[config.mk]
export PLATFORM = sky130hd
export DESIGN_NAME = ecge_cell_rule
export DESIGN_NICKNAME = d
export VERILOG_FILES = /design/src/hdl/ecge_pkg.sv /design/src/hdl/ecge_cell_rule.sv
export SDC_FILE = /design/constraint.sdc
export NUM_CORES = 1
export LEC_CHECK = 0
export BUFFER_PORTS_ARGS = -buffer_cell sky130_fd_sc_hd__buf_2
export CELL_PAD_IN_SITES_DETAIL_PLACEMENT = 1
export CELL_PAD_IN_SITES_GLOBAL_PLACEMENT = 1
export CORE_AREA = 10 10 47 49
export DETAILED_ROUTE_END_ITERATION = 8
export DIE_AREA = 0 0 57 59
export PLACE_DENSITY_LB_ADDON = 0.05
export SETUP_SLACK_MARGIN = 0.2
export SYNTH_ARGS = -nofsm -noshare
export SYNTH_HDL_FRONTEND = slang
export SYNTH_SLANG_ARGS = --single-unit
[constraint.sdc]
create_clock -name vclk -period 1
set_input_delay 0.1 -clock vclk [all_inputs]
set_output_delay 0.1 -clock vclk [all_outputs]
set_load 0.005 [all_outputs]
[src/hdl/ecge_pkg.sv]
// Shared types and constants for the excitable cell grid engine.
`default_nettype none

package ecge_pkg;

  // One grid cell holds one of six states.
  typedef logic [2:0] cell_t;

  localparam cell_t CELL_VACUUM  = 3'd0;
  localparam cell_t CELL_WAIT    = 3'd1;
  localparam cell_t CELL_INFO    = 3'd2;
  localparam cell_t CELL_CONTROL = 3'd3;
  localparam cell_t CELL_GOAL    = 3'd4;
  localparam cell_t CELL_BROKEN  = 3'd5;

  // Command codes.
  localparam logic [2:0] KIND_WRITE = 3'd0;
  localparam logic [2:0] KIND_READ  = 3'd1;
  localparam logic [2:0] KIND_CYCLE = 3'd2;
  localparam logic [2:0] KIND_STEP  = 3'd3;
  localparam logic [2:0] KIND_CLEAR = 3'd4;

  // Configuration register indexes.
  localparam int CFG_W = 7;
  localparam logic REG_GRID_WIDTH  = 1'b0;
  localparam logic REG_GRID_HEIGHT = 1'b1;
  localparam logic [CFG_W-1:0] GRID_SIZE_RESET = 7'd64;

  // Change counter saturates at its top value.
  localparam int COUNT_W = 13;
  localparam logic [COUNT_W-1:0] COUNT_MAX = 13'd8191;

  // Moore neighbourhood size.
  localparam int NBR_COUNT = 8;

  typedef struct packed {
    logic [2:0] kind;
    logic [5:0] col;
    logic [5:0] row;
    logic [2:0] new_state;
  } cmd_t;

  typedef struct packed {
    logic [2:0]         cell_state;
    logic [COUNT_W-1:0] changed_cells;
  } result_t;

  // Outcome of updating one cell over one generation.
  typedef struct packed {
    cell_t next_cell;
    logic  changed;
  } cell_update_t;

endpackage

`default_nettype wire

[src/hdl/ecge_cell_rule.sv]
// Generation rule for one cell from its Moore neighbourhood.
`default_nettype none

module ecge_cell_rule (
  input  ecge_pkg::cell_t                               centre,
  input  logic [ecge_pkg::NBR_COUNT-1:0][2:0]           nbrs,
  input  logic [ecge_pkg::NBR_COUNT-1:0]                nbr_valid,
  input  logic                                          in_use,
  output ecge_pkg::cell_update_t                        update
);
  import ecge_pkg::*;

  logic [NBR_COUNT-1:0] nbr_hot;
  logic                 excited;
  cell_t                evolved;

  // A neighbour excites only if it lies inside the grid and carries a signal.
  always_comb begin
    for (int i = 0; i < NBR_COUNT; i++) begin
      nbr_hot[i] = nbr_valid[i] && (nbrs[i] == CELL_INFO || nbrs[i] == CELL_CONTROL);
    end
  end

  assign excited = |nbr_hot;

  // Vacuum fires, info decays to wait, wait recovers; the rest hold.
  always_comb begin
    case (centre)
      CELL_VACUUM: evolved = excited ? CELL_INFO : CELL_VACUUM;
      CELL_INFO:   evolved = CELL_WAIT;
      CELL_WAIT:   evolved = CELL_VACUUM;
      default:     evolved = centre;
    endcase
  end

  // Cells beyond the grid in use keep their value and are not counted.
  assign update.next_cell = in_use ? evolved : centre;
  assign update.changed   = in_use && (evolved != centre);

endmodule

`default_nettype wire
==> metrics.txt, run 1 <==
outcome finished, final reports clean; Synth Cell Area between 100 and 150 um2; Ant. Diodes 0; routed len/inst between 10 and 15 um; Total Wirelength between 800 and 900 um; pwr/cell area between 300 and 400 mW/mm2; via count 296; synthesized netlist net count 60; CP bufs+invs 2; post-synthesis sequential area ratio 0; worst path cell trace buf_6 -> nand2_2 -> o22ai_2 -> nor4_4 -> a21oi_1 -> buf_2; drt drc 0; Fillers 182; Final Power between 150 and 200 uW; vias in the first global route about 340; warnings from Yosys 0; Worst Path Max Fanout 2; largest family of logic cells by synthesized area simple AND/OR/NAND/NOR gates; FFs & Latches 0; Synth cell types 12; Clock power frac 0; Crit Path Category in2out; # hold bufs at CTS 0; highest-delay cell along the critical path nor4_4; commonest non-fill, non-tap cell in the layout buf_2; area share of and/or/nand/nor cells after synthesis 0.549; Die ar. between 0.003 and 0.004 mm2; commonest non-fill, non-tap cells in the layout 23 x buf_2, 8 x buf_6, 6 x nand2_1; row count 14; final setup fails 0; top post-synthesis cells by area nand2_1 29%, o22ai_1 15%, nor4_2 9.8%; Synth area leader nand2_1; antenna-violating nets left 0; synth-to-layout area growth 240%; Place WS -0.0231 ns; via/cell ratio a little over 4; Net Sw Frac 0.362; share of Yosys cell area claimed by the top area cell type 0.294; critical path data required time ~0.90 ns; max-cap viol count 0; mux cell area share after synthesis 0.0882; Max transition margin 0.847; Min-Delay Path Class in2out; critical path startpoint category input port; Cells after Synth 24; Worst Hold Launch centre[2]; Psw 61.4 uW; multi-input logic area 183 um2; overflow left after global routing 0; Compound-Gate Fraction of Synth Area 0.304; # clk buffers 0; Crit. End Element output port; layout cells sized above 1 0.786; delay-heaviest family, CP simple AND/OR/NAND/NOR gates; adder-cell area share of the yosys netlist 0; overall routing resource usage 0.0453; Least-Margin Pin Slew 0.227 ns; fin nets between 90 and 100; postcts setup bufs 0; Arr. time, crit path 0.87 ns; RSZ-0062 raised after global routing true; Placer Congestion ~0.63; Core Region between 0.001 and 0.0015 mm2; count of non-filler cells in the finished layout 72; Final WS setup roughly 0.033 ns; Comb pwr share 1.000; Chip Width between 50 and 60 um; Pins Over Slew Limit 0; drt initial violations 2; register area 0 um2; Max IR drop VDD roughly 0.1 mV; die height 59 um; xor and xnor area share after synthesis 0; part of the power in registers 0; Endpoint, Worst Hold update[3]; leak pwr 0.221 nW; Internal Power about 110 uW; initial antenna violation count 0; Final min period about 0.97 ns; drt pass-1 iters 4; Hold Vio Cnt, Final 0; fin crit share 0.967; first-pass GRT wire length 1350 um; Synth Area per Inst 5.32 um2; CP max stage delay between 0.2 and 0.3 ns; pin count of the biggest net entering global routing 5; I/O pin count 40; I/O Buffers 32; Hold Path Stages 2; initial core utilization 0.0911; DP Cell Count 72; fin util 0.310; max frequency between 1000 and 1500 MHz
-- kinds of logic (layout without fill, tap and decap cells) --
group	Yosys count	after routing
buf+inv	2	34
simple gates	14	14
compound gates	7	7
mux	1	1
-- per-layer routing --
layer / part of all wire / global-route usage / wire, um / vias up
met5: 0 / 0 / 0 / -
met2: 0.51 / 0.0822 / 444 / 17
li1: - / - / - / 149
met3: 0.14 / 0.0300 / 125 / 0
met1: 0.35 / 0.0449 / 309 / 130
met4: 0 / 0 / 0 / 0
-- power groups by stage --
| stage | Sequential, mW | Combinational (mW) | Clock (mW) |
|---|---|---|---|
| after floorplan | 0 | 0.0388 | 0 |
| after global placement | 0 | 0.110 | 0 |
| after detailed placement | 0 | 0.111 | 0 |
| after CTS | 0 | 0.138 | 0 |
| after global routing | 0 | 0.185 | 0 |
| final | 0 | 0.170 | 0 |
-- what timing repair did --
action                     in CTS  in global routing
pin swaps                       5                  6
hold endpoints to repair        0                  0
resized for setup              11                 13
setup endpoints to repair       3                  3
-- how the worst max path moves through the flow --
stage                      start         to  slack, ns  depth (start not counted)
finish                  nbrs[22]  update[0]       0.03                          6
global route            nbrs[22]  update[0]      -0.01                          6
CTS                     nbrs[19]  update[0]      -0.01                          6
detailed placement  nbr_valid[4]  update[0]      -0.02                          6
global placement    nbr_valid[4]  update[0]      -0.01                          6
floorplan           nbr_valid[4]  update[2]       0.28                          4
-- cells in the mapped netlist --
cell,number
nand2_1,10
clkbuf_1,1
nor2b_2,1
nand3b_1,1
o21ai_1,1
nor4_2,1
inv_1,1
a21oi_1,1
mux2_2,1
o21ai_0,2
o22ai_1,3
nor2_1,1
-- cell type report --
cell class | instances | share of cell area
multi-input combinational | 22 | 0.421
inverter | 1 | 0.00865
timing repair buffer | 33 | 0.524
tap | 16 | 0.0461
-- through the flow --
stage          area, um2  setup TNS (ns)  hold WS, ns
2_1_floorplan        128               0        0.279
3_3_place_gp         312         -0.0166        0.401
3_5_place_dp         312         -0.0377        0.403
4_1_cts              369         -0.0161        0.383
5_1_grt              434         -0.0120        0.384
6_report             434               0        0.374
Power figures use the tool's default switching activity.
==> run 2, diff against run 1 <==
--- a/config.mk
+++ b/config.mk
@@ -8,9 +8,9 @@
 export BUFFER_PORTS_ARGS = -buffer_cell sky130_fd_sc_hd__buf_2
 export CELL_PAD_IN_SITES_DETAIL_PLACEMENT = 1
 export CELL_PAD_IN_SITES_GLOBAL_PLACEMENT = 1
-export CORE_AREA = 10 10 47 49
+export CORE_AREA = 2 2 39 41
 export DETAILED_ROUTE_END_ITERATION = 8
-export DIE_AREA = 0 0 57 59
+export DIE_AREA = 0 0 41 43
 export PLACE_DENSITY_LB_ADDON = 0.05
 export SETUP_SLACK_MARGIN = 0.2
 export SYNTH_ARGS = -nofsm -noshare
==> run 2 against run 1 <==
Net effect:
- worst setup slack lost 0.0042 ns
- count of clock-buffer cells in the layout is the same
- die area fell by 48%
- worst hold slack got worse by 0.00082 ns
- non-clock buffer count did not move
- critical path depth stayed put
- utilization is 0.15 points lower
- final cell count unchanged
- combinational power barely moved
- highest routed layer unchanged
==> metrics.txt, run 2 (synthesis results as in run 1) <==
initial core utilization 0.0922; register area 0 um2; layout cells sized above 1 0.768; die height ~43 um; via/cell ratio between 4 and 5; drt drc 0; overall routing resource usage 0.0899; drt pass-1 iters 1; Crit Path Category in2out; fin nets 94; FFs & Latches 0; Arr. time, crit path between 0.8 and 0.9 ns; leak pwr around 0.22 nW; Crit. End Element output port; routed len/inst slightly above 10 um; Psw 62.9 uW; DP Cell Count between 70 and 80; outcome finished, final reports clean; fin crit share 0.972; fin util 0.308; Final WS setup between 0.02 and 0.03 ns; row count 14; setup tns final 0 ns; drt initial violations 0; part of the power in registers 0; initial antenna violation count 0; commonest non-fill, non-tap cells in the layout 24 x buf_2, 7 x buf_6, 6 x nand2_1; Net Sw Frac 0.373; Chip Width 41 um; overflow left after global routing 0; max frequency slightly above 1000 MHz; I/O Buffers 32; Least-Margin Pin Slew around 0.27 ns; critical path startpoint category input port; vias in the first global route between 300 and 400; count of non-filler cells in the finished layout 72; antenna-violating nets left 0; Clock power frac 0; Max IR drop VDD around 0.10 mV; Placer Congestion around 0.52; Hold Vio Cnt, Final 0; Comb pwr share 1.000; Fillers 183; first-pass GRT wire length ~1200 um; # clk buffers 0; pin count of the biggest net entering global routing 5; max-cap viol count 0; # hold bufs at CTS 0; Die ar. 0.00176 mm2; RSZ-0062 raised after global routing true; Min-Delay Path Class in2out; Internal Power between 100 and 150 uW; Place WS -0.0408 ns; I/O pin count 40; Pins Over Slew Limit 0; pwr/cell area ~400 mW/mm2; Core Region between 0.001 and 0.0015 mm2; Final min period a little under 1 ns; commonest non-fill, non-tap cell in the layout buf_2; via count just under 300; Max transition margin 0.820; Ant. Diodes 0; final setup fails 0; Total Wirelength 731 um; critical path data required time about 0.9 ns; Worst Path Max Fanout 2; synth-to-layout area growth 234%
## run 2: power groups by stage
| stage | Clock (mW) | Combinational, mW | Sequential [mW] |
|---|---|---|---|
| global route | 0 | 0.183 | 0 |
| floorplan | 0 | 0.0388 | 0 |
| global placement | 0 | 0.102 | 0 |
| detailed placement | 0 | 0.109 | 0 |
| finish | 0 | 0.168 | 0 |
| CTS | 0 | 0.141 | 0 |
## run 2: cell type report
class,instances,area [um2],area share
Multi-Input combinational cell,22,181,0.425
Timing Repair Buffer,33,221,0.519
Inverter,1,3.75,0.00880
Tap cell,16,20.0,0.0469
## run 2: critical path, cell delays in order
cell and delay [ns]:
buf_6 0.09, nand2_4 0.06, o22ai_4 0.07, nor4_4 0.30
a21oi_1 0.11, buf_2 0.14
## run 2: worst paths after layout
path | endpoint | cells after the start | slack (ns) | start
min | update[3] | 2 | 0.37 | centre[2]
max | update[0] | 6 | 0.03 | nbr_valid[5]
## run 2: what timing repair did
item | CTS | global route
buffers inserted | 1 | 0
setup endpoints to repair | 3 | 3
cloned | 0 | 0
pin swaps | 5 | 7
gates resized for setup | 13 | 10
## run 2: per-stage QoR
stage	hold WS (ns)	instance area [um2]	power, mW
2_1_floorplan	0.279	128	0.0388
3_3_place_gp	0.395	304	0.102
3_5_place_dp	0.399	304	0.109
4_1_cts	0.375	373	0.141
5_1_grt	0.383	427	0.183
6_report	0.373	427	0.168
## run 2: routing by layer
layer | vias up | GRT usage | part of all wire
li1 | 148 | - | -
met2 | 15 | 0.184 | 0.63
met5 | - | 0 | 0
met3 | 0 | 0 | 0.079
met1 | 133 | 0.0981 | 0.28
met4 | 0 | 0 | 0
==> run 3, diff against run 2 <==
--- a/config.mk
+++ b/config.mk
@@ -5,12 +5,13 @@
 export SDC_FILE = /design/constraint.sdc
 export NUM_CORES = 1
 export LEC_CHECK = 0
-export BUFFER_PORTS_ARGS = -buffer_cell sky130_fd_sc_hd__buf_2
+export CAP_MARGIN = 15
 export CELL_PAD_IN_SITES_DETAIL_PLACEMENT = 1
 export CELL_PAD_IN_SITES_GLOBAL_PLACEMENT = 1
 export CORE_AREA = 2 2 39 41
 export DETAILED_ROUTE_END_ITERATION = 8
 export DIE_AREA = 0 0 41 43
+export DONT_BUFFER_PORTS = 1
 export PLACE_DENSITY_LB_ADDON = 0.05
 export SETUP_SLACK_MARGIN = 0.2
 export SYNTH_ARGS = -nofsm -noshare
==> constraint.sdc (replaced) <==
create_clock -name vclk -period 0.98
set_input_delay 0.098 -clock vclk [all_inputs]
set_output_delay 0.098 -clock vclk [all_outputs]
set_load 0.005 [all_outputs]
==> run 3 against run 2 <==
Net effect:
- sequential share of layout area did not move
- total power fell by 53%
- design area fell by 43%
- largest power group unchanged
- highest routed layer unchanged
- combinational power fell by 53%
- die area did not move
- worst hold slack got worse by 0.18 ns
- critical path depth fell by 2
- largest cell class is now multi-input combinational cells
- global-route usage fell by 3.6 points
==> metrics.txt, run 3 (synthesis results as in run 1) <==
pin count of the biggest net entering global routing 5; drt pass-1 iters 2; vias in the first global route 195; I/O Buffers 0; first-pass GRT wire length 696 um; commonest non-fill, non-tap cell in the layout nand2_1; Core Region around 0.0014 mm2; fin nets 61; Min-Delay Path Class in2out; overall routing resource usage 0.0539; Ant. Diodes 0; # hold bufs at CTS 0; Die ar. 0.00176 mm2; initial antenna violation count 0; # clk buffers 0; Worst Path Max Fanout 2; Crit. End Element output port; final setup fails 0; Final min period between 0.7 and 0.8 ns; outcome finished, final reports clean; Arr. time, crit path 0.66 ns; commonest non-fill, non-tap cells in the layout 6 x nand2_1, 2 x nand2_8, 2 x o22ai_4, 2 x nand2_4; overflow left after global routing 0; DP Cell Count 39; Max IR drop VDD approximately 0.073 mV; Total Wirelength 504 um; max frequency between 1000 and 1500 MHz; antenna-violating nets left 0; routed len/inst ~13 um; setup tns final 0 ns; Placer Congestion about 0.47; via/cell ratio about 4.5; Worst Hold Launch centre[2]; Max transition margin 0.820; die height 43 um; Hold Vio Cnt, Final 0; layout cells sized above 1 0.522; via count approximately 180; postcts setup bufs 0; Hold Path Stages 0; Least-Margin Pin Slew around 0.27 ns; RSZ-0062 raised after global routing true; row count 14; initial core utilization 0.0922; FFs & Latches 0; fin crit share 0.775; I/O pin count 40; synth-to-layout area growth 89.2%; leak pwr approximately 0.069 nW; Endpoint, Worst Hold update[3]; drt drc 0; Chip Width 41 um; critical path startpoint category input port; Crit Path Category in2out; register area 0 um2; drt initial violations 2; critical path data required time about 0.88 ns; count of non-filler cells in the finished layout 39; max-cap viol count 0; pwr/cell area roughly 330 mW/mm2; Pins Over Slew Limit 0
run 3: cell types whose count changed in the layout (fill, tap and decap cells not counted), moves of 2 or more:
cell / before / now
buf_2: 24 / 0
buf_6: 7 / 0
nand2_2: 2 / 0
nand2_8: 0 / 2
run 3: worst max path at each step:
| stage | start | to | slack (ns) | depth (start not counted) |
|---|---|---|---|---|
| CTS | nbr_valid[7] | update[2] | 0.20 | 4 |
| detailed placement | nbrs[2] | update[2] | 0.12 | 4 |
| floorplan | nbr_valid[4] | update[2] | 0.26 | 4 |
| global placement | nbrs[2] | update[2] | 0.14 | 4 |
| global route | nbr_valid[3] | update[2] | 0.18 | 4 |
| finish | nbr_valid[7] | update[2] | 0.22 | 4 |
run 3: per-stage QoR:
step	instance area (um2)	power [mW]	utilization	hold slack [ns]	worst slack, ns
2_1_floorplan	128	0.0396	-	0.275	0.260
3_3_place_gp	144	0.0433	0.104	0.196	0.144
3_5_place_dp	144	0.0458	0.104	0.196	0.118
4_1_cts	205	0.0700	0.148	0.196	0.202
5_1_grt	241	0.0874	0.175	0.196	0.180
6_report	241	0.0794	0.175	0.196	0.221
run 3: worst max-delay path, cell delays in order:
cell and delay, ns:
nand2_8 0.05, o22ai_4 0.07, nor4_4 0.33, o21ai_1 0.12
run 3: power breakdown:
group | leakage (nW) | internal, mW | switching (mW) | total [mW]
clock network | 0 | 0 | 0 | 0
logic | 0.0689 | 0.0444 | 0.0350 | 0.0794
registers | 0 | 0 | 0 | 0
run 3: timing repair:
action | in CTS | in global routing
resized for setup | 13 | 6
pin swaps | 5 | 2
endpoints found under the setup margin | 2 | 2
run 3: final cells by class:
cell class	count	area (um2)
well taps	16	20.0
fillers	168	1140
multi-input cells	22	218
inverters	1	3.75
run 3: per-layer routing:
layer / routed length, um / track usage / up-vias
met2: 305 / 0.119 / 15
li1: - / - / 83
met3: 55 / 0 / 0
met4: 0 / 0 / 0
met1: 143 / 0.0506 / 78
met5: 0 / 0 / -
